==> config.mk <==
export PLATFORM = sky130hd
export DESIGN_NAME = gbl_lane
export DESIGN_NICKNAME = d
export VERILOG_FILES = /design/src/gbl_pkg.sv /design/src/gbl_lane.sv
export SDC_FILE = /design/constraint.sdc
export NUM_CORES = 1
export LEC_CHECK = 0
export BUFFER_PORTS_ARGS = -buffer_cell sky130_fd_sc_hd__buf_2
export CAP_MARGIN = 20
export CORE_ASPECT_RATIO = 0.8
export CORE_MARGIN = 8
export CORE_UTILIZATION = 45
export CTS_CLUSTER_DIAMETER = 100
export DETAILED_ROUTE_END_ITERATION = 7
export GPL_TIMING_DRIVEN = 1
export SETUP_SLACK_MARGIN = 0.15
export SYNTH_ARGS = -nofsm -noshare
export SYNTH_HDL_FRONTEND = slang
export SYNTH_SLANG_ARGS = --single-unit
==> constraint.sdc <==
create_clock -name clk -period 6.8 [get_ports clk]
set_input_delay 1.36 -clock clk [delete_from_list [all_inputs] [get_ports clk]]
set_output_delay 1.36 -clock clk [all_outputs]
set_load 0.01 [all_outputs]
==> src/gbl_pkg.sv <==
// gbl_pkg: shared constants, kernel weights and types of the 5x5 RGB blur.
// No dependencies; used by all sources but gbl_if and gbl_line_store.
package gbl_pkg;

  // Default line and frame limits
  localparam int GBL_MAX_WIDTH  = 2048;
  localparam int GBL_MAX_HEIGHT = 4096;

  // Register reset values and indexes
  localparam logic [11:0] FRAME_WIDTH_RESET  = 12'd640;
  localparam logic [12:0] FRAME_HEIGHT_RESET = 13'd480;
  localparam logic        REG_FRAME_WIDTH    = 1'b0;
  localparam logic        REG_FRAME_HEIGHT   = 1'b1;

  // Request codes
  localparam logic REQ_PIXEL = 1'b0;
  localparam logic REQ_FLUSH = 1'b1;

  // Distinct kernel weights in thousandths
  localparam logic [7:0] W_CORNER = 8'd3;
  localparam logic [7:0] W_EDGE   = 8'd13;
  localparam logic [7:0] W_AXIS2  = 8'd22;
  localparam logic [7:0] W_DIAG1  = 8'd59;
  localparam logic [7:0] W_AXIS1  = 8'd97;
  localparam logic [7:0] W_CENTER = 8'd159;

  // Divide by 1000: multiply by ceil(2^28/1000), keep bits above 28
  localparam logic [18:0] RECIP_1000  = 19'd268436;
  localparam int          RECIP_SHIFT = 28;

  // One channel of the 5x5 window, [row][column]
  typedef logic [4:0][4:0][7:0] chan_win_t;

  // Per-output control carried down the pipeline
  typedef struct packed {
    logic border;
    logic frame_end;
  } ctl_t;

endpackage

==> src/gbl_lane.sv <==
// gbl_lane: one color channel of the 5x5 kernel, three pipeline stages:
// symmetric group sums, weighted sum, divide by 1000. Depends on gbl_pkg.
module gbl_lane (
  input  logic              clk,
  input  logic              en_grp,
  input  logic              en_sum,
  input  logic              en_div,
  input  gbl_pkg::chan_win_t win,
  output logic [7:0]        result
);

  logic [9:0]  g_corner, g_axis2, g_diag1, g_axis1;
  logic [10:0] g_edge;
  logic [7:0]  g_center;
  logic [17:0] wsum;
  logic [17:0] wsum_next;
  logic [36:0] prod;

  // Sum pixels that share a weight
  always_ff @(posedge clk) begin
    if (en_grp) begin
      g_corner <= 10'(win[0][0]) + 10'(win[0][4]) + 10'(win[4][0]) + 10'(win[4][4]);
      g_edge   <= 11'(win[0][1]) + 11'(win[0][3]) + 11'(win[1][0]) + 11'(win[1][4])
                + 11'(win[3][0]) + 11'(win[3][4]) + 11'(win[4][1]) + 11'(win[4][3]);
      g_axis2  <= 10'(win[0][2]) + 10'(win[2][0]) + 10'(win[2][4]) + 10'(win[4][2]);
      g_diag1  <= 10'(win[1][1]) + 10'(win[1][3]) + 10'(win[3][1]) + 10'(win[3][3]);
      g_axis1  <= 10'(win[1][2]) + 10'(win[2][1]) + 10'(win[2][3]) + 10'(win[3][2]);
      g_center <= win[2][2];
    end
  end

  // Apply weights
  always_comb begin
    wsum_next = 18'(g_corner) * 18'(gbl_pkg::W_CORNER)
              + 18'(g_edge)   * 18'(gbl_pkg::W_EDGE)
              + 18'(g_axis2)  * 18'(gbl_pkg::W_AXIS2)
              + 18'(g_diag1)  * 18'(gbl_pkg::W_DIAG1)
              + 18'(g_axis1)  * 18'(gbl_pkg::W_AXIS1)
              + 18'(g_center) * 18'(gbl_pkg::W_CENTER);
  end

  always_ff @(posedge clk) begin
    if (en_sum) begin
      wsum <= wsum_next;
    end
  end

  // Truncating divide by 1000 through the reciprocal
  assign prod = 37'(wsum) * 37'(gbl_pkg::RECIP_1000);

  always_ff @(posedge clk) begin
    if (en_div) begin
      result <= prod[gbl_pkg::RECIP_SHIFT +: 8];
    end
  end

endmodule

==> results.yml, run 1 <==
status:
  status: "complete, no violations"
routing:
  dr.pass1.iters: 4
  drtIter0Drc: 302
  wl_mm: 33.9
  drc: 0
  postRouteAntennaNets: 0
  wire_per_inst_um: 14.8
  vias_per_cell: 4.70
  vias: 10800
grt:
  grt_pass1_vias: 12400
  grt_pass1_wl_mm: 57.7
  groute.usage.overall_pct: 15.9
  grt_max_degree: 60
  antenna_found_initial: 1
  global_route.overflow_total: 0
clocking:
  cts_tree: "yes"
  hold_buffers: 0
  cts_made_buffers: 9
  clockBufferDepth: 2
  htreeDepth: 3
  clkLatencyLatePin_ns: 0.36
  clkTransAtPathRegs_ns: 0.07
  cts_sinks: 85
  root_buffer: "clkbuf_16"
synthesis:
  synth-edff-count: 85
  syn_avg_cell_area_um2: 10.9
  synth-simple-area-share_pct: 3.25
  synth_seq_cells: 85
  synth_nets: 2428
  synth_top_family_by_area: "adder cells"
  yosys_most_used_dff: "edfxtp_1"
  synthXorXnorAreaFrac_pct: 2.71
  synth_fa_ha_area_share_pct: 61.9
  synthMuxAreaShare_pct: 0
  seq_area_frac_synth_pct: 14.9
  yosysWarningCount: 0
  async_reset_ff_share_pct: 0
  synth_compound_area_share_pct: 6.48
  netlist_area_um2: 17200
  synthCells: 1569
  ys_types: 48
placed_design:
  dpl.cell_count: 2274
  routabilityCongestion: 0.861
  dp_hpwl_mm: 31.3
  port_buffers: 211
critical_path:
  cp-end-kind: "register"
  arrival_ns: 6.48
  rr_worst_depth: 20
  crit_fanout: 5
  critical_path_class: "reg2reg"
  startpoint_type: "register"
  rr_startpoint: "g_axis2[1]"
  cp.required_ns: 6.90
  r2r_slack_ns: 0.42
  timing.rr.end: "wsum[15]"
layout:
  antenna_cells: 0
  drive_gt1_share_pct: 13.6
  area.growth.synth_to_final_pct: 11.7
  final_net_count: 2651
  fin_cells: 2292
  fillers: 3481
timing:
  min_period_ns: 6.38
  rsz0062_at_grt: "true"
  fmax_ghz: 0.157
  worstMarginPinSlew_ns: 0.753
  report.final.hold_viol_count: 0
  drv_slew: 0
  slew_headroom_pct: 49.8
  min_period_over_period_pct: 93.8
  setup_tns_ns: 0
  finalClockSkew_ns: 0.0142
  setup_viol: 0
worst_hold_path:
  min_path_type: "reg2reg"
  hold-path-endpoint: "result[7]"
  hp-start: "wsum[17]"
  holdPathStages: 2
die:
  die_h_um: 191
  start_util_pct: 45.3
  row_count: 64
  design.core.area_um2: 37900
  die_w_um: 234
  die-area_um2: 44700
  io-pin-count: 212
run:
  maxCapViolations: 0
==> metrics by stage <==
step	cell area (um^2)	setup slack (ns)	hold WS, ns	util (%)
after floorplan	17200	0.637	0.691	-
after global placement	18800	0.385	0.864	49.7
after detailed placement	18800	0.333	0.878	49.7
after CTS	19100	0.287	0.891	50.5
after global routing	19200	0.148	0.928	50.6
final	19200	0.418	0.893	50.6
==> kinds of logic after synthesis <==
| kind of cell | after synthesis |
|---|---|
| adders and majority gates | 655 |
| buffers and inverters | 491 |
| AOI/OAI and AO/OA | 169 |
| and+or+nand+nor | 116 |
| DFF | 85 |
| xor gates and xnor gates | 53 |
==> critical path: stages (launching register included) <==
cell and delay (ns):
edfxtp_1 0.42, ha_1 0.32, fa_1 0.44, ha_1 0.33, a21o_1 0.20, a21oi_2 0.17, o21bai_1 0.11, a2111o_1 0.46
nand2_1 0.09, xnor2_1 0.15, fa_1 0.47, fa_1 0.49, fa_1 0.54, inv_1 0.05, fa_1 0.47, inv_1 0.05
ha_2 0.30, a211o_1 0.28, a311o_1 0.35, and3_1 0.17, a211o_1 0.26
==> metal layers <==
| layer | track usage, % | share of wire [%] | vias to the layer above |
|---|---|---|---|
| met1 | 20.9 | 47 | 5217 |
| met4 | 2.95 | 1.3 | 2 |
| met2 | 28.1 | 50 | 148 |
| li1 | - | - | 5369 |
| met3 | 2.08 | 2.4 | 36 |
| met5 | 0 | 0.038 | - |
==> timing repair <==
| action | 4_1_cts | 5_1_grt |
|---|---|---|
| gates resized for setup | 0 | 4 |
| setup buffers | 0 | 2 |
| setup endpoints to repair | 0 | 4 |
==> Yosys cell counts, drive strengths merged, types with 2 or more instances <==
master / count / area [um^2]
a2111oi: 2 / 17.5
a211o: 3 / 26.3
a211oi: 5 / 42.5
a21boi: 6 / 45.0
a21o: 28 / 211
a21oi: 53 / 277
a311oi: 2 / 41.3
a31o: 2 / 17.5
a41oi: 2 / 17.5
and3: 6 / 37.5
clkbuf: 2 / 7.51
edfxtp: 85 / 2550
fa: 324 / 6490
ha: 331 / 4140
inv: 489 / 1840
nand2: 27 / 101
nand2b: 8 / 50.1
nand3: 16 / 80.1
nand4: 4 / 25.0
nor2: 33 / 124
nor2b: 7 / 43.8
nor3: 6 / 30.0
nor4: 3 / 18.8
o211ai: 5 / 37.5
o21a: 4 / 30.0
o21ai: 38 / 194
o21bai: 7 / 52.6
o311ai: 2 / 17.5
o31ai: 4 / 30.0
or2: 2 / 12.5
xnor2: 34 / 298
xor2: 19 / 166
==> layout by cell type (no fill, tap or decap), types with 6 or more instances in the layout <==
cell | Yosys | routed
edfxtp_1 | 85 | 85
a21o_1 | 27 | 27
ha_1 | 331 | 330
o21ai_0 | 35 | 35
nand3_1 | 16 | 16
and3_1 | 6 | 6
nand2b_1 | 8 | 8
xnor2_1 | 34 | 34
o21bai_1 | 7 | 7
xor2_1 | 19 | 19
nand2_1 | 27 | 27
nor3_1 | 6 | 6
inv_1 | 489 | 489
clkbuf_16 | 0 | 9
a21boi_0 | 6 | 6
fa_1 | 324 | 324
nor2b_1 | 7 | 7
a21oi_1 | 50 | 49
buf_2 | 0 | 211
nor2_1 | 33 | 33
==> worst max-delay path by stage <==
stage                    end       start  slack, ns  depth (start not counted)
CTS                 wsum[15]  g_axis2[3]       0.29                         20
global route        wsum[16]  g_axis2[1]       0.15                         23
global placement    wsum[15]  g_axis2[1]       0.39                         20
detailed placement  wsum[15]  g_axis2[3]       0.33                         20
floorplan           wsum[15]  g_axis2[1]       0.64                         20
finish              wsum[15]  g_axis2[1]       0.42                         20
==> flip-flops by register name (all words and copies together), names as in the netlist <==
| signal | cells |
|---|---|
| g_edge | 11 |
| g_diag1 | 10 |
| g_axis2 | 10 |
| g_axis1 | 10 |
| g_corner | 10 |
| result | 8 |
| wsum | 18 |
| g_center | 8 |
==> layout make-up <==
| cell class | instances | area (um^2) | area share [%] |
|---|---|---|---|
| clock inverter | 6 | 72.6 | 0.379 |
| tap | 495 | 619 | 3.23 |
| timing repair buffer | 214 | 1080 | 5.63 |
| inverter | 489 | 1840 | 9.58 |
| clock buffer | 10 | 229 | 1.19 |
| sequential | 85 | 2550 | 13.3 |
| multi-input combinational | 993 | 12800 | 66.7 |
Power of run 1 is left out: the tool's default activity adds up to more than one toggle a clock period on the data nets, which glitch-free logic cannot reach.
==> inputs of run 2 (changes only) <==
Settings changed: CORE_ASPECT_RATIO 0.8 to 1.25, RECOVER_POWER from default to 50.
==> results.yml, run 2 (synthesis gave the netlist of run 1 again) <==
routing:
  wire_per_inst_um: 14.4
  dr.pass1.iters: 4
  drc: 0
  vias_per_cell: 4.77
  drtIter0Drc: 237
  wl_mm: 32.9
  postRouteAntennaNets: 0
  vias: 10900
placed_design:
  routabilityCongestion: 0.879
  dp_hpwl_mm: 30.8
  port_buffers: 211
  post_dp_cell_area_um2: 18800
clocking:
  cts_tree: "yes"
  hold_buffers: 0
  root_buffer: "clkbuf_16"
  cts_made_buffers: 9
  clockBufferDepth: 2
  clkTransAtPathRegs_ns: 0.07
  htreeDepth: 3
  cts_sinks: 85
  clkLatencyLatePin_ns: 0.35
critical_path:
  max_stage_delay_ns: 0.55
  crit_buf_inv: 2
  arrival_ns: 6.50
  critPathTopFamily: "adder cells"
  cp.required_ns: 6.90
  cp_cell_sequence: "ha_1 -> fa_1 -> ha_1 -> a21o_1 -> a21oi_2 -> o21bai_1 -> a2111o_1 -> nand2_1 -> xnor2_1 -> fa_1 -> fa_1 -> fa_1 -> inv_1 -> fa_1 -> inv_1 -> ha_2 -> a211o_1 -> a311o_1 -> and3_1 -> a211o_1"
  worstSetupPathDepth: 20
  crit_start: "g_axis2[1]"
  cpMostUsedCell: "fa_1"
  crit_slowest_cell: "fa_1"
  rr_startpoint: "g_axis2[1]"
  critical_path_class: "reg2reg"
  timing.rr.end: "wsum[15]"
  r2r_slack_ns: 0.41
  rr_worst_depth: 20
  crit_path_end: "wsum[15]"
  startpoint_type: "register"
  cp-end-kind: "register"
  crit_fanout: 5
layout:
  area.growth.synth_to_final_pct: 11.6
  utilization_pct: 50.5
  drive_gt1_share_pct: 13.2
  regArea_um2: 2550
  mostFrequentLayoutCell: "inv_1"
  antenna_cells: 0
  final_cell_mix: "inv_1 (489), ha_1 (330), fa_1 (324)"
  final_net_count: 2651
  reg.largest.list: "wsum (18), g_edge (11)"
  largest_register_ffs: 18
  multi_input_area_um2: 12800
  largest-register: "wsum"
  fillers: 3495
  fin_area_um2: 19100
timing:
  rsz0062_at_grt: "false"
  fmax_ghz: 0.156
  setup_tns_ns: 0
  min_period_ns: 6.39
  worstMarginPinSlew_ns: 3.10
  setup_viol: 0
  drv_slew: 60
  slew_headroom_pct: -107
  report.final.hold_viol_count: 0
  min_period_over_period_pct: 94.0
  finalClockSkew_ns: 0.00918
grt:
  grt_pass1_wl_mm: 55.2
  antenna_found_initial: 0
  global_route.overflow_total: 0
  groute.usage.overall_pct: 15.5
  grt_pass1_vias: 12300
  grt_max_degree: 60
die:
  start_util_pct: 45.2
  die-area_um2: 44700
  io-pin-count: 212
  die_h_um: 234
  design.core.area_um2: 37900
  die_w_um: 191
  row_count: 80
run:
  maxCapViolations: 1
worst_hold_path:
  min_path_type: "reg2reg"
status:
  violations: "capacitance limit, slew limit"
  status: "finished with violations"
-- run 2: changes by cell type in the layout (fill, tap and decap cells not counted) --
cell	before	now
clkbuf_1	1	5
clkinv_1	0	3
a2111oi_1	1	0
a2111oi_0	1	2
clkinv_4	3	2
inv_6	1	0
buf_4	3	2
buf_2	211	207
-- run 2: through the flow --
| step | hold slack, ns | worst slack (ns) | instances |
|---|---|---|---|
| 6_report | 0.793 | 0.407 | 2289 |
| 4_1_cts | 0.805 | 0.230 | 2287 |
| 3_3_place_gp | 0.785 | 0.360 | 2271 |
| 2_1_floorplan | 0.691 | 0.637 | 1569 |
| 3_5_place_dp | 0.779 | 0.246 | 2271 |
| 5_1_grt | 0.827 | 0.180 | 2289 |
-- run 2: worst min path at each step --
stage / slack (ns) / end / cells past startpoint / start
floorplan: 0.69 / result[7] / 2 / wsum[17]
global placement: 0.79 / wsum[0] / 2 / g_corner[0]
detailed placement: 0.78 / wsum[0] / 2 / g_corner[0]
CTS: 0.81 / wsum[0] / 2 / g_corner[0]
global route: 0.83 / wsum[0] / 2 / g_corner[0]
finish: 0.79 / wsum[0] / 2 / g_corner[0]
-- run 2: timing repair --
| item | CTS | global route |
|---|---|---|
| endpoints found under the setup margin | 0 | 4 |
| resized for setup | 0 | 3 |
| setup buffers | 0 | 2 |
| hold endpoints to repair | 0 | 0 |
-- run 2: per-layer routing --
metal | share of wire [%] | routed length [um] | track usage [%] | vias up
met1 | 37 | 12300 | 16.1 | 5323
met4 | 4.0 | 1330 | 6.72 | 0
li1 | - | - | - | 5377
met2 | 56 | 18300 | 30.2 | 175
met5 | 0 | 0 | 0 | -
met3 | 3.1 | 1030 | 2.32 | 48
-- run 2: worst min-delay path: cells and delay by family, from the launching register on --
| family | cells | cell delay (ns) |
|---|---|---|
| flip-flops | 1 | 0.39 |
| adder cells (fa/ha/maj) | 2 | 0.29 |
-- run 2: final cells by class --
cell class,count,area share [%]
clock buffers,9,1.18
flip-flops and latches,85,13.3
well taps,492,3.22
repair buffers,214,5.59
clock inverters,7,0.346
multi-input cells,993,66.7
inverters,489,9.59
Power of run 2 is left out for the same reason.
