==> src/gbl_pkg.sv <==
// gbl_pkg: shared constants, kernel weights and types of the 5x5 RGB blur.
// No dependencies; used by all sources but gbl_if and gbl_line_store.
package gbl_pkg;

  // Default line and frame limits
  localparam int GBL_MAX_WIDTH  = 2048;
  localparam int GBL_MAX_HEIGHT = 4096;

  // Register reset values and indexes
  localparam logic [11:0] FRAME_WIDTH_RESET  = 12'd640;
  localparam logic [12:0] FRAME_HEIGHT_RESET = 13'd480;
  localparam logic        REG_FRAME_WIDTH    = 1'b0;
  localparam logic        REG_FRAME_HEIGHT   = 1'b1;

  // Request codes
  localparam logic REQ_PIXEL = 1'b0;
  localparam logic REQ_FLUSH = 1'b1;

  // Distinct kernel weights in thousandths
  localparam logic [7:0] W_CORNER = 8'd3;
  localparam logic [7:0] W_EDGE   = 8'd13;
  localparam logic [7:0] W_AXIS2  = 8'd22;
  localparam logic [7:0] W_DIAG1  = 8'd59;
  localparam logic [7:0] W_AXIS1  = 8'd97;
  localparam logic [7:0] W_CENTER = 8'd159;

  // Divide by 1000: multiply by ceil(2^28/1000), keep bits above 28
  localparam logic [18:0] RECIP_1000  = 19'd268436;
  localparam int          RECIP_SHIFT = 28;

  // One channel of the 5x5 window, [row][column]
  typedef logic [4:0][4:0][7:0] chan_win_t;

  // Per-output control carried down the pipeline
  typedef struct packed {
    logic border;
    logic frame_end;
  } ctl_t;

endpackage

==> src/gbl_if.sv <==


interface gbl_res_if;
  logic       valid;
  logic       ready;
  logic [7:0] out_red;
  logic [7:0] out_green;
  logic [7:0] out_blue;
  logic       frame_end;
  modport source (output valid, out_red, out_green, out_blue, frame_end, input ready);
  modport sink   (input valid, out_red, out_green, out_blue, frame_end, output ready);
endinterface

==> src/gbl_merge.sv <==
// gbl_merge: combines the three lane results, forces the border to zero and
// holds the result transaction. Depends on gbl_pkg and gbl_if.
module gbl_merge (
  input  logic                clk,
  input  logic                rst,
  input  logic                in_valid,
  output logic                in_ready,
  input  gbl_pkg::ctl_t       ctl,
  input  logic [2:0][7:0]     lane_result,
  gbl_res_if.source           res
);

  assign in_ready = !res.valid || res.ready;

  // Hold the result until taken
  always_ff @(posedge clk) begin
    if (rst) begin
      res.valid <= 1'b0;
    end else if (in_ready) begin
      res.valid <= in_valid;
    end
  end

  always_ff @(posedge clk) begin
    if (in_ready) begin
      res.out_red   <= ctl.border ? 8'd0 : lane_result[0];
      res.out_green <= ctl.border ? 8'd0 : lane_result[1];
      res.out_blue  <= ctl.border ? 8'd0 : lane_result[2];
      res.frame_end <= ctl.frame_end;
    end
  end

endmodule

==> src/flat_wrapper.sv <==
// flat-port wrapper written by rule: the top's interface ports become plain ports
module gbl_merge_flat 
  (clk, rst, in_valid, in_ready, ctl, lane_result, res_valid, res_out_red, res_out_green, res_out_blue, res_frame_end, res_ready);
  gbl_res_if res_i ();
  input  logic clk;
  input  logic rst;
  input  logic in_valid;
  output logic in_ready;
  input  gbl_pkg::ctl_t ctl;
  input  logic [2:0][7:0] lane_result;
  output wire logic [$bits(res_i.valid)-1:0] res_valid;
  output wire logic [$bits(res_i.out_red)-1:0] res_out_red;
  output wire logic [$bits(res_i.out_green)-1:0] res_out_green;
  output wire logic [$bits(res_i.out_blue)-1:0] res_out_blue;
  output wire logic [$bits(res_i.frame_end)-1:0] res_frame_end;
  input wire logic [$bits(res_i.ready)-1:0] res_ready;
  assign res_valid = res_i.valid;
  assign res_out_red = res_i.out_red;
  assign res_out_green = res_i.out_green;
  assign res_out_blue = res_i.out_blue;
  assign res_frame_end = res_i.frame_end;
  assign res_i.ready = res_ready;
  gbl_merge u_core (.clk(clk), .rst(rst), .in_valid(in_valid), .in_ready(in_ready), .ctl(ctl), .lane_result(lane_result), .res(res_i));
endmodule
==> config.mk <==
export PLATFORM = sky130hd
export DESIGN_NAME = gbl_merge_flat
export DESIGN_NICKNAME = d
export VERILOG_FILES = /design/src/gbl_pkg.sv /design/src/gbl_if.sv /design/src/gbl_merge.sv /design/src/flat_wrapper.sv
export SDC_FILE = /design/constraint.sdc
export NUM_CORES = 1
export LEC_CHECK = 0
export BUFFER_PORTS_ARGS = -buffer_cell sky130_fd_sc_hd__buf_2
export CAP_MARGIN = 0
export CORE_ASPECT_RATIO = 0.5
export CORE_MARGIN = 2
export CORE_UTILIZATION = 38
export DETAILED_ROUTE_END_ITERATION = 10
export PLACE_DENSITY = 0.71
export SLEW_MARGIN = 30
export SYNTH_ARGS = -nofsm -noshare
export SYNTH_HDL_FRONTEND = slang
export SYNTH_SLANG_ARGS = --single-unit
==> constraint.sdc <==
create_clock -name clk -period 1.27 [get_ports clk]
set_input_delay 0.127 -clock clk [delete_from_list [all_inputs] [get_ports clk]]
set_output_delay 0.127 -clock clk [all_outputs]
set_load 0.05 [all_outputs]
==> results of run 1 <==
cell families after synthesis:
kind of cell	synth area share [%]
simple gates	19.7
compound gates	0.501
buf+inv	2.63
flops	77.2
worst max-delay path by stage:
stage                                   from                                     to
2_1_floorplan  u_core.res.valid$_SDFFE_PP0P_         u_core.res.frame_end$_DFFE_PP_
3_3_place_gp   u_core.res.valid$_SDFFE_PP0P_   u_core.res.out_blue[0]$_SDFFCE_PP0P_
3_5_place_dp   u_core.res.valid$_SDFFE_PP0P_  u_core.res.out_green[6]$_SDFFCE_PP0P_
4_1_cts        u_core.res.valid$_SDFFE_PP0P_                               in_ready
5_1_grt        u_core.res.valid$_SDFFE_PP0P_                               in_ready
6_report       u_core.res.valid$_SDFFE_PP0P_                               in_ready
power by group:
group / switching (W) / internal [W]
clock network: 0.000236 / 0.000216
logic: 0.000300 / 0.000117
registers: 0.0000158 / 0.00101
total: 0.000552 / 0.00134
cell type report:
| type | instances | area, um2 |
|---|---|---|
| Fill cell | 222 | 1130 |
| Sequential cell | 26 | 772 |
| Timing Repair Buffer | 59 | 330 |
| Multi-Input combinational cell | 26 | 209 |
| Tap cell | 37 | 46.3 |
| Clock buffer | 3 | 41.3 |
| Clock inverter | 1 | 3.75 |
| Inverter | 1 | 3.75 |
timing repair:
item / in CTS / in global routing
setup endpoints to repair: 0 / 0
hold buffers: 1 / 0
endpoints found under the hold margin: 1 / 0
worst register-to-register path, stage by stage (launching register included):
cell and delay [ns]:
dfxtp_2 0.34, nand2b_4 0.17, buf_12 0.18
sequential cells by signal (all words and copies together), names as in the netlist:
register and flops:
u_core.res.out_blue 8, u_core.res.out_green 8, u_core.res.out_red 8, u_core.res.frame_end 1, u_core.res.valid 1
synthesized netlist by cell type, drive strengths merged:
cell type  number
edfxtp         25
nor2b          20
and2b           4
buf             2
a21oi           1
dfxtp           1
inv             1
nand2b          1
metrics by stage:
stage	hold WS [ns]	instances	cell area [um2]
2_1_floorplan	0.189	55	1010
3_3_place_gp	0.276	148	1350
3_5_place_dp	0.280	148	1350
4_1_cts	0.0301	153	1410
5_1_grt	0.0248	153	1410
6_report	0.0366	153	1410
routing by layer:
layer	share of wire [%]	vias up
met5	0	-
met4	0	0
met3	3.8	0
met2	57	15
met1	39	284
li1	-	312
==> flow_summary.toml, run 1 <==
[sta]
skew_ns = 0.000510
finalSetupViolCount = 0
layout_setup_ws_ns = 0.0760
slew_violations = 0
rsz0062_at_grt = "false"
slew-limit-headroom_pct = 78.1
tightestPinTransition_ns = 0.328
max_freq_mhz = 838
finalCriticalPeriod_ns = 1.19
hold_viol_final = 0
fin_crit_sh_pct = 94.0
finalSetupTns_ns = 0

[synthesis]
syn_nets = 85
synth-seq-cells = 26
synth_cell_type_count = 9
yosysWarnings = 0
yosysTopAreaCell = "edfxtp_1"
seq_area_frac_synth_pct = 77.2
avgSynthCellArea_um2 = 18.2
synth_top_cell_area_share_pct = 75.2
syn_inst = 55
yosys-top-cells-area = "edfxtp_1 (75%), nor2b_2 (12%), nor2b_1 (3.8%)"
syn-cell-area_um2 = 998

[global_routing]
grt_antenna_before_repair = 0
grt_max_degree = 16
grt_overflow = 0
grt_pass1_wl_um = 2310
grt_use_met2_pct = 19.2
grtUsageMet1_pct = 11.8
grt.met3_usage_pct = 3.38
grtUsageTotal_pct = 10.2
grt_pass1_vias = 526
busiest_layer = "met2"

[detailed_routing]
drc = 0
vias_per_cell = 3.99
drtIter0Drc = 39
wl_per_cell_um = 10.6
routed_wl_um = 1620
vias = 611
first_pass_iters = 2
ant_nets = 0

[worst_setup_path]
path_cells = "nand2b_4, buf_2"
worst_path_largest_cell_delay_ns = 0.34
worst-r2r-setup-slack_ns = 0.31
critPathTopFamily = "flip-flops"
cp_max_fo = 13
critical_path_class = "register to primary output"
path_depth = 2
start_kind = "register"
cp.buffers_inverters = 1
crit_slowest_cell = "dfxtp_2"
worstReg2RegStart = "u_core.res.valid$_SDFFE_PP0P_"
reg2reg_depth = 2
cp_data_required_time_ns = 1.14
worst_setup_path_end_kind = "primary output"
rr_endpoint = "u_core.res.out_green[6]$_SDFFCE_PP0P_"
cp.arrival_ns = 1.07

[final_layout]
drive_gt1_share_pct = 66.4
mostFrequentLayoutCells = "buf_2 (56), edfxtp_1 (25), nor2b_2 (14), nor2b_1 (6), and2b_1 (4)"
utilization_pct = 55.4
synthToLayoutAreaGrowth_pct = 40.9
n_antenna_cell = 0
nNetsFinal = 147
final_common_cell = "buf_2"

[power_and_ir_drop]
p_total_w = 0.00189
vdd_drop_max_v = 0.000509
power_leakage_nw = 0.662
power_density_nw_per_um2 = 1350

[cts]
cts_buffers = 3
cts_tree = "yes"
h-tree-depth = 1
cts-root-buf = "clkbuf_8"
post_cts_resized = 0
clock-sinks = 26
clk_pin_slew_worst_paths_ns = 0.08
clock_latency_ns = 0.26
cts_setup_buffers = 0
clockBufferDepth = 2

[worst_hold_path]
min-delay-path-class = "input pin to register"
min_path_cells = 1
holdPathEnd = "u_core.res.frame_end$_DFFE_PP_"
worstHoldStart = "ctl[0]"

[placed_design]
place_ws_ns = 0.309
dp_hpwl_um = 1270
port-buffer-count = 56
globalplace.congestion = 0.712

[floorplan]
core.rowCount = 13
start_util_pct = 39.3
die_h_um = 40.2
die-area_um2 = 3080
core_um2 = 2540
pin_count = 57
die_w_um = 76.5

[run]
drv_cap = 0

[run_status]
status = "finished, final reports clean"
Power figures use the tool's default switching activity.
==> run 2, diff against run 1 <==
ABC_AREA = 1   (was not set)
PLACE_DENSITY = 0.72   (was 0.71)
==> run 2 against run 1 <==
Net effect:
- synthesized area decreased by 0.88%
- via count increased by 12%
- sequential power about the same
- critical path type unchanged
- utilization unchanged
- highest routed layer unchanged
==> flow_summary.toml, run 2 <==
[final_layout]
mostFrequentLayoutCells = "buf_2 (55), inv_1 (26), edfxtp_1 (25), nor2_1 (24), clkbuf_8 (3)"
multiInputGateArea_um2 = 106
seqCellArea_um2 = 772
n_antenna_cell = 0
utilization_pct = 55.4
synthToLayoutAreaGrowth_pct = 42.1
top_regs = "u_core.res.out_blue x8, u_core.res.out_green x8, u_core.res.out_red x8"
layout.cells.non_filler = 177
drive_gt1_share_pct = 45.0
fin_area_um2 = 1410
final_common_cell = "buf_2"
fill_cells = 228
nNetsFinal = 171

[global_routing]
grt_pass1_wl_um = 2600
grtUsageTotal_pct = 12.0
grt_overflow = 0
grt_max_degree = 25
busiest_layer = "met2"
grt_use_met2_pct = 26.1
grtUsageMet1_pct = 10.9
grt_pass1_vias = 601
grt_antenna_before_repair = 0
grt.met3_usage_pct = 4.95

[run_status]
status = "finished, final reports clean"

[placed_design]
post_dp_cell_area_um2 = 1320
place_ws_ns = 0.289
post-place-cells = 172
dp_hpwl_um = 1340
port-buffer-count = 56
globalplace.congestion = 0.690

[detailed_routing]
drtIter0Drc = 36
ant_nets = 0
wl_per_cell_um = 10.1
drc = 0
first_pass_iters = 2
vias = 682
routed_wl_um = 1800
vias_per_cell = 3.85

[cts]
cts-root-buf = "clkbuf_8"
cts_tree = "yes"
clockBufferDepth = 2
h-tree-depth = 1
clk_pin_slew_worst_paths_ns = 0.09
clock_latency_ns = 0.27
clock-sinks = 26
cts_buffers = 3
cts_setup_buffers = 0

[floorplan]
die-area_um2 = 3050
core.rowCount = 13
start_util_pct = 39.0
die_h_um = 40.1
die_w_um = 76.2
pin_count = 57
core_um2 = 2540

[synthesis]
syn_nets = 110
async_flop_share_pct = 0
synth_edf_count = 25
ys.flop_type = "edfxtp_1"
syn_inst = 80
synth_cell_type_count = 7
yosysTopAreaCell = "edfxtp_1"
synth_common_cells = "inv_1 (26), edfxtp_1 (25), nor2_1 (24)"
seq_area_frac_synth_pct = 77.9
yosysWarnings = 0
syn-cell-area_um2 = 990
synth_top_cell_area_share_pct = 75.9
synth.most_common_cell = "inv_1"
yosys-top-cells-area = "edfxtp_1 (76%), inv_1 (9.9%), nor2_1 (9.1%)"
synth-seq-cells = 26
avgSynthCellArea_um2 = 12.4

[worst_setup_path]
cp.buffers_inverters = 1
worst_setup_path_end_kind = "primary output"
cp_max_fo = 16
worst_path_largest_cell_delay_ns = 0.34
cp.arrival_ns = 1.09
cp_data_required_time_ns = 1.14
critical_path_class = "register to primary output"
crit_slowest_cell = "dfxtp_2"
start_kind = "register"
critPathTopFamily = "flip-flops"
path_cells = "nand2_4, clkbuf_4"

[power_and_ir_drop]
power_leakage_nw = 0.769
vdd_drop_max_v = 0.000556
power_density_nw_per_um2 = 1500

[sta]
max_freq_mhz = 822
layout_setup_ws_ns = 0.0540
finalCriticalPeriod_ns = 1.22
fin_crit_sh_pct = 95.7
hold_viol_final = 0
slew_violations = 0
skew_ns = 0.00324
finalSetupTns_ns = 0
rsz0062_at_grt = "false"
slew-limit-headroom_pct = 73.1
finalSetupViolCount = 0
tightestPinTransition_ns = 0.403

[worst_hold_path]
min-delay-path-class = "input pin to register"

[run]
drv_cap = 0
[run 2: path summary, 6_finish.rpt]
path / from / to / slack, ns / cells after the start
worst max register to register: u_core.res.valid$_SDFFE_PP0P_ / u_core.res.out_blue[0]$_SDFFCE_PP0P_ / 0.28 / 2
worst min register to register: u_core.res.valid$_SDFFE_PP0P_ / u_core.res.valid$_SDFFE_PP0P_ / 0.65 / 2
worst max-delay path: u_core.res.valid$_SDFFE_PP0P_ / in_ready / 0.05 / 2
worst min-delay path: ctl[0] / u_core.res.frame_end$_DFFE_PP_ / 0.03 / 1
[run 2: report_power, final]
group	internal, W	switching [W]	total [W]
clock network	0.000421	0.000251	0.000672
registers	0.00101	0.0000148	0.00102
logic	0.0000982	0.000313	0.000411
total	0.00153	0.000579	0.00211
[run 2: worst reg2reg max path, stage by stage (launching register included)]
cell     delay (ns)
dfxtp_2        0.34
nand2_4        0.19
buf_12         0.18
[run 2: final cells by class]
class | count | share of cell area (%)
Sequential cell | 26 | 54.9
Timing Repair Buffer | 58 | 22.2
Multi-Input combinational cell | 26 | 7.56
Inverter | 26 | 6.94
Tap cell | 37 | 3.29
Clock buffer | 3 | 2.94
Clock inverter | 1 | 2.14
[run 2: repair_timing]
action | 4_1_cts | 5_1_grt
hold endpoints to repair | 1 | 0
hold buffers | 1 | 0
endpoints found under the setup margin | 0 | 1
gates resized for setup | 0 | 1
[run 2: logic make-up after synthesis]
| logic type | synth area share [%] |
|---|---|
| buf+inv | 12.1 |
| simple gates | 9.48 |
| compound gates | 0.505 |
| flops | 77.9 |
[run 2: stage by stage]
stage	total power (W)	hold WS, ns
final	0.00211	0.0287
after global routing	0.00217	0.0284
after CTS	0.00213	0.0248
after detailed placement	0.00146	0.278
after global placement	0.00145	0.274
after floorplan	0.00134	0.189
[run 2: routing by layer]
layer	part of all wire, %	routed length, um
met4	0	0
met5	0	0
met3	4.5	81
met2	59	1050
met1	37	661
==> run 3, diff against run 2 <==
BUFFER_PORTS_ARGS = not set   (was -buffer_cell sky130_fd_sc_hd__buf_2)
CORE_ASPECT_RATIO = not set   (was 0.5)
CORE_UTILIZATION = 53   (was 38)
DONT_BUFFER_PORTS = 1   (was not set)
PLACE_DENSITY = 0.69   (was 0.72)
==> run 3 against run 2 <==
Net effect:
- sequential share of layout area grew 11 points
- via count shrank 20%
- count of clock-buffer cells in the layout is the same
- die area shrank 27%
- non-clock buffer count shrank 46
- combinational power shrank 74%
- fmax grew 1.6%
- flip-flop and latch count is the same
- final cell count shrank 33%
- utilization grew 11 points
- power shrank 19%
- sequential power grew 24%
==> flow_summary.toml, run 3 (synthesis gave the netlist of run 2 again) <==
[run_status]
status = "finished, final reports clean"

[sta]
finalSetupViolCount = 0
hold_viol_final = 0
slew-limit-headroom_pct = 45.0
fin_crit_sh_pct = 94.3
max_freq_mhz = 835
layout_setup_ws_ns = 0.0730
tightestPinTransition_ns = 0.824
skew_ns = 0.00143
slew_violations = 0
fin_hold_ws_ns = 0.0100
finalCriticalPeriod_ns = 1.20
rsz0062_at_grt = "false"
finalSetupTns_ns = 0

[power_and_ir_drop]
power_leakage_nw = 0.554
vdd_drop_max_v = 0.000790
power_density_nw_per_um2 = 1460

[worst_setup_path]
cp_data_required_time_ns = 1.14
cp_max_fo = 27
crit_slowest_cell = "dfxtp_2"
worst_path_largest_cell_delay_ns = 0.40
worstReg2RegStart = "u_core.res.valid$_SDFFE_PP0P_"
start_kind = "register"
worst-r2r-setup-slack_ns = 0.41
reg2reg_depth = 1
rr_endpoint = "u_core.res.out_green[7]$_SDFFCE_PP0P_"
endpoint = "in_ready"
cp.buffers_inverters = 1
path_depth = 2
critPathTopFamily = "flip-flops"
critPathLaunch = "u_core.res.valid$_SDFFE_PP0P_"
cp.arrival_ns = 1.07
worst_setup_path_end_kind = "primary output"
path_cells = "nand2_8, buf_6"
critical_path_class = "register to primary output"

[worst_hold_path]
min_path_cells = 2
min-delay-path-class = "input pin to register"

[final_layout]
seqCellArea_um2 = 772
layout.cells.non_filler = 119
fill_cells = 137
fin_area_um2 = 1160
final_common_cell = "inv_1"
multiInputGateArea_um2 = 115
n_antenna_cell = 0
nNetsFinal = 125
top_regs = "u_core.res.out_blue x8, u_core.res.out_green x8, u_core.res.out_red x8"
synthToLayoutAreaGrowth_pct = 17.6
mostFrequentLayoutCells = "inv_1 (26), edfxtp_1 (25), nor2_1 (24), dlygate4sd3_1 (9), clkbuf_4 (3)"
drive_gt1_share_pct = 7.45

[cts]
cts_tree = "yes"
cts-root-buf = "clkbuf_4"
clk_pin_slew_worst_paths_ns = 0.13
clockBufferDepth = 2
clock-sinks = 26
cts_buffers = 3
cts_setup_buffers = 0
clock_latency_ns = 0.30
h-tree-depth = 1

[detailed_routing]
ant_nets = 0
drtIter0Drc = 8
vias = 545
first_pass_iters = 4
drc = 0
vias_per_cell = 4.58
wl_per_cell_um = 12.0
routed_wl_um = 1430

[placed_design]
port-buffer-count = 0
post-place-cells = 105
post_dp_cell_area_um2 = 1020
globalplace.congestion = 0.571
place_ws_ns = 0.279
dp_hpwl_um = 922

[global_routing]
grt_pass1_wl_um = 2040
grt_max_degree = 28
grt_overflow = 0
grtUsageTotal_pct = 13.9
grt_pass1_vias = 514
grt_antenna_before_repair = 0

[floorplan]
die_w_um = 47.2
pin_count = 57
core_um2 = 1750
start_util_pct = 56.7
core.rowCount = 15
die-area_um2 = 2230
die_h_um = 47.2

[run]
drv_cap = 0
[run 3: how the worst min path moves through the flow]
stage | to | startpoint | slack, ns
6_report | u_core.res.out_green[3]$_SDFFCE_PP0P_ | lane_result[11] | 0.01
5_1_grt | u_core.res.out_green[2]$_SDFFCE_PP0P_ | lane_result[10] | 0.0003
4_1_cts | u_core.res.out_red[7]$_SDFFCE_PP0P_ | lane_result[7] | 0.002
3_5_place_dp | u_core.res.valid$_SDFFE_PP0P_ | rst | 0.19
3_3_place_gp | u_core.res.valid$_SDFFE_PP0P_ | rst | 0.19
2_1_floorplan | u_core.res.valid$_SDFFE_PP0P_ | rst | 0.19
[run 3: cell type report]
| class | instances | share of cell area (%) |
|---|---|---|
| sequential | 26 | 66.3 |
| clock inverter | 1 | 0.323 |
| inverter | 26 | 8.39 |
| clock buffer | 3 | 1.94 |
| timing repair buffer | 12 | 10.4 |
| multi-input combinational | 26 | 9.89 |
| tap | 25 | 2.69 |
[run 3: report_power, final]
group	switching [W]	total (W)	leakage [nW]	internal, W
combinational	0.0000628	0.000108	0.253	0.0000447
sequential	0.000246	0.00126	0.286	0.00102
clock	0.000220	0.000335	0.0154	0.000115
total	0.000528	0.00170	0.554	0.00118
[run 3: per-layer routing]
| layer | track usage (%) | up-vias | part of all wire, % |
|---|---|---|---|
| met5 | 0 | - | 0 |
| met4 | 10.6 | 0 | 1.7 |
| met3 | 8.85 | 4 | 11 |
| met2 | 24.4 | 33 | 54 |
| met1 | 10.7 | 241 | 34 |
| li1 | - | 267 | - |
[run 3: what timing repair did]
action | in CTS | in global routing
setup endpoints to repair | 1 | 25
hold endpoints to repair | 26 | 0
hold buffers | 10 | 0
resized for setup | 1 | 2
[run 3: metrics by stage]
| stage | total power [W] | util [%] |
|---|---|---|
| finish | 0.00170 | 66.7 |
| floorplan | 0.00134 | - |
| global route | 0.00177 | 66.7 |
| global placement | 0.00135 | 58.6 |
| detailed placement | 0.00135 | 58.6 |
| CTS | 0.00172 | 66.3 |
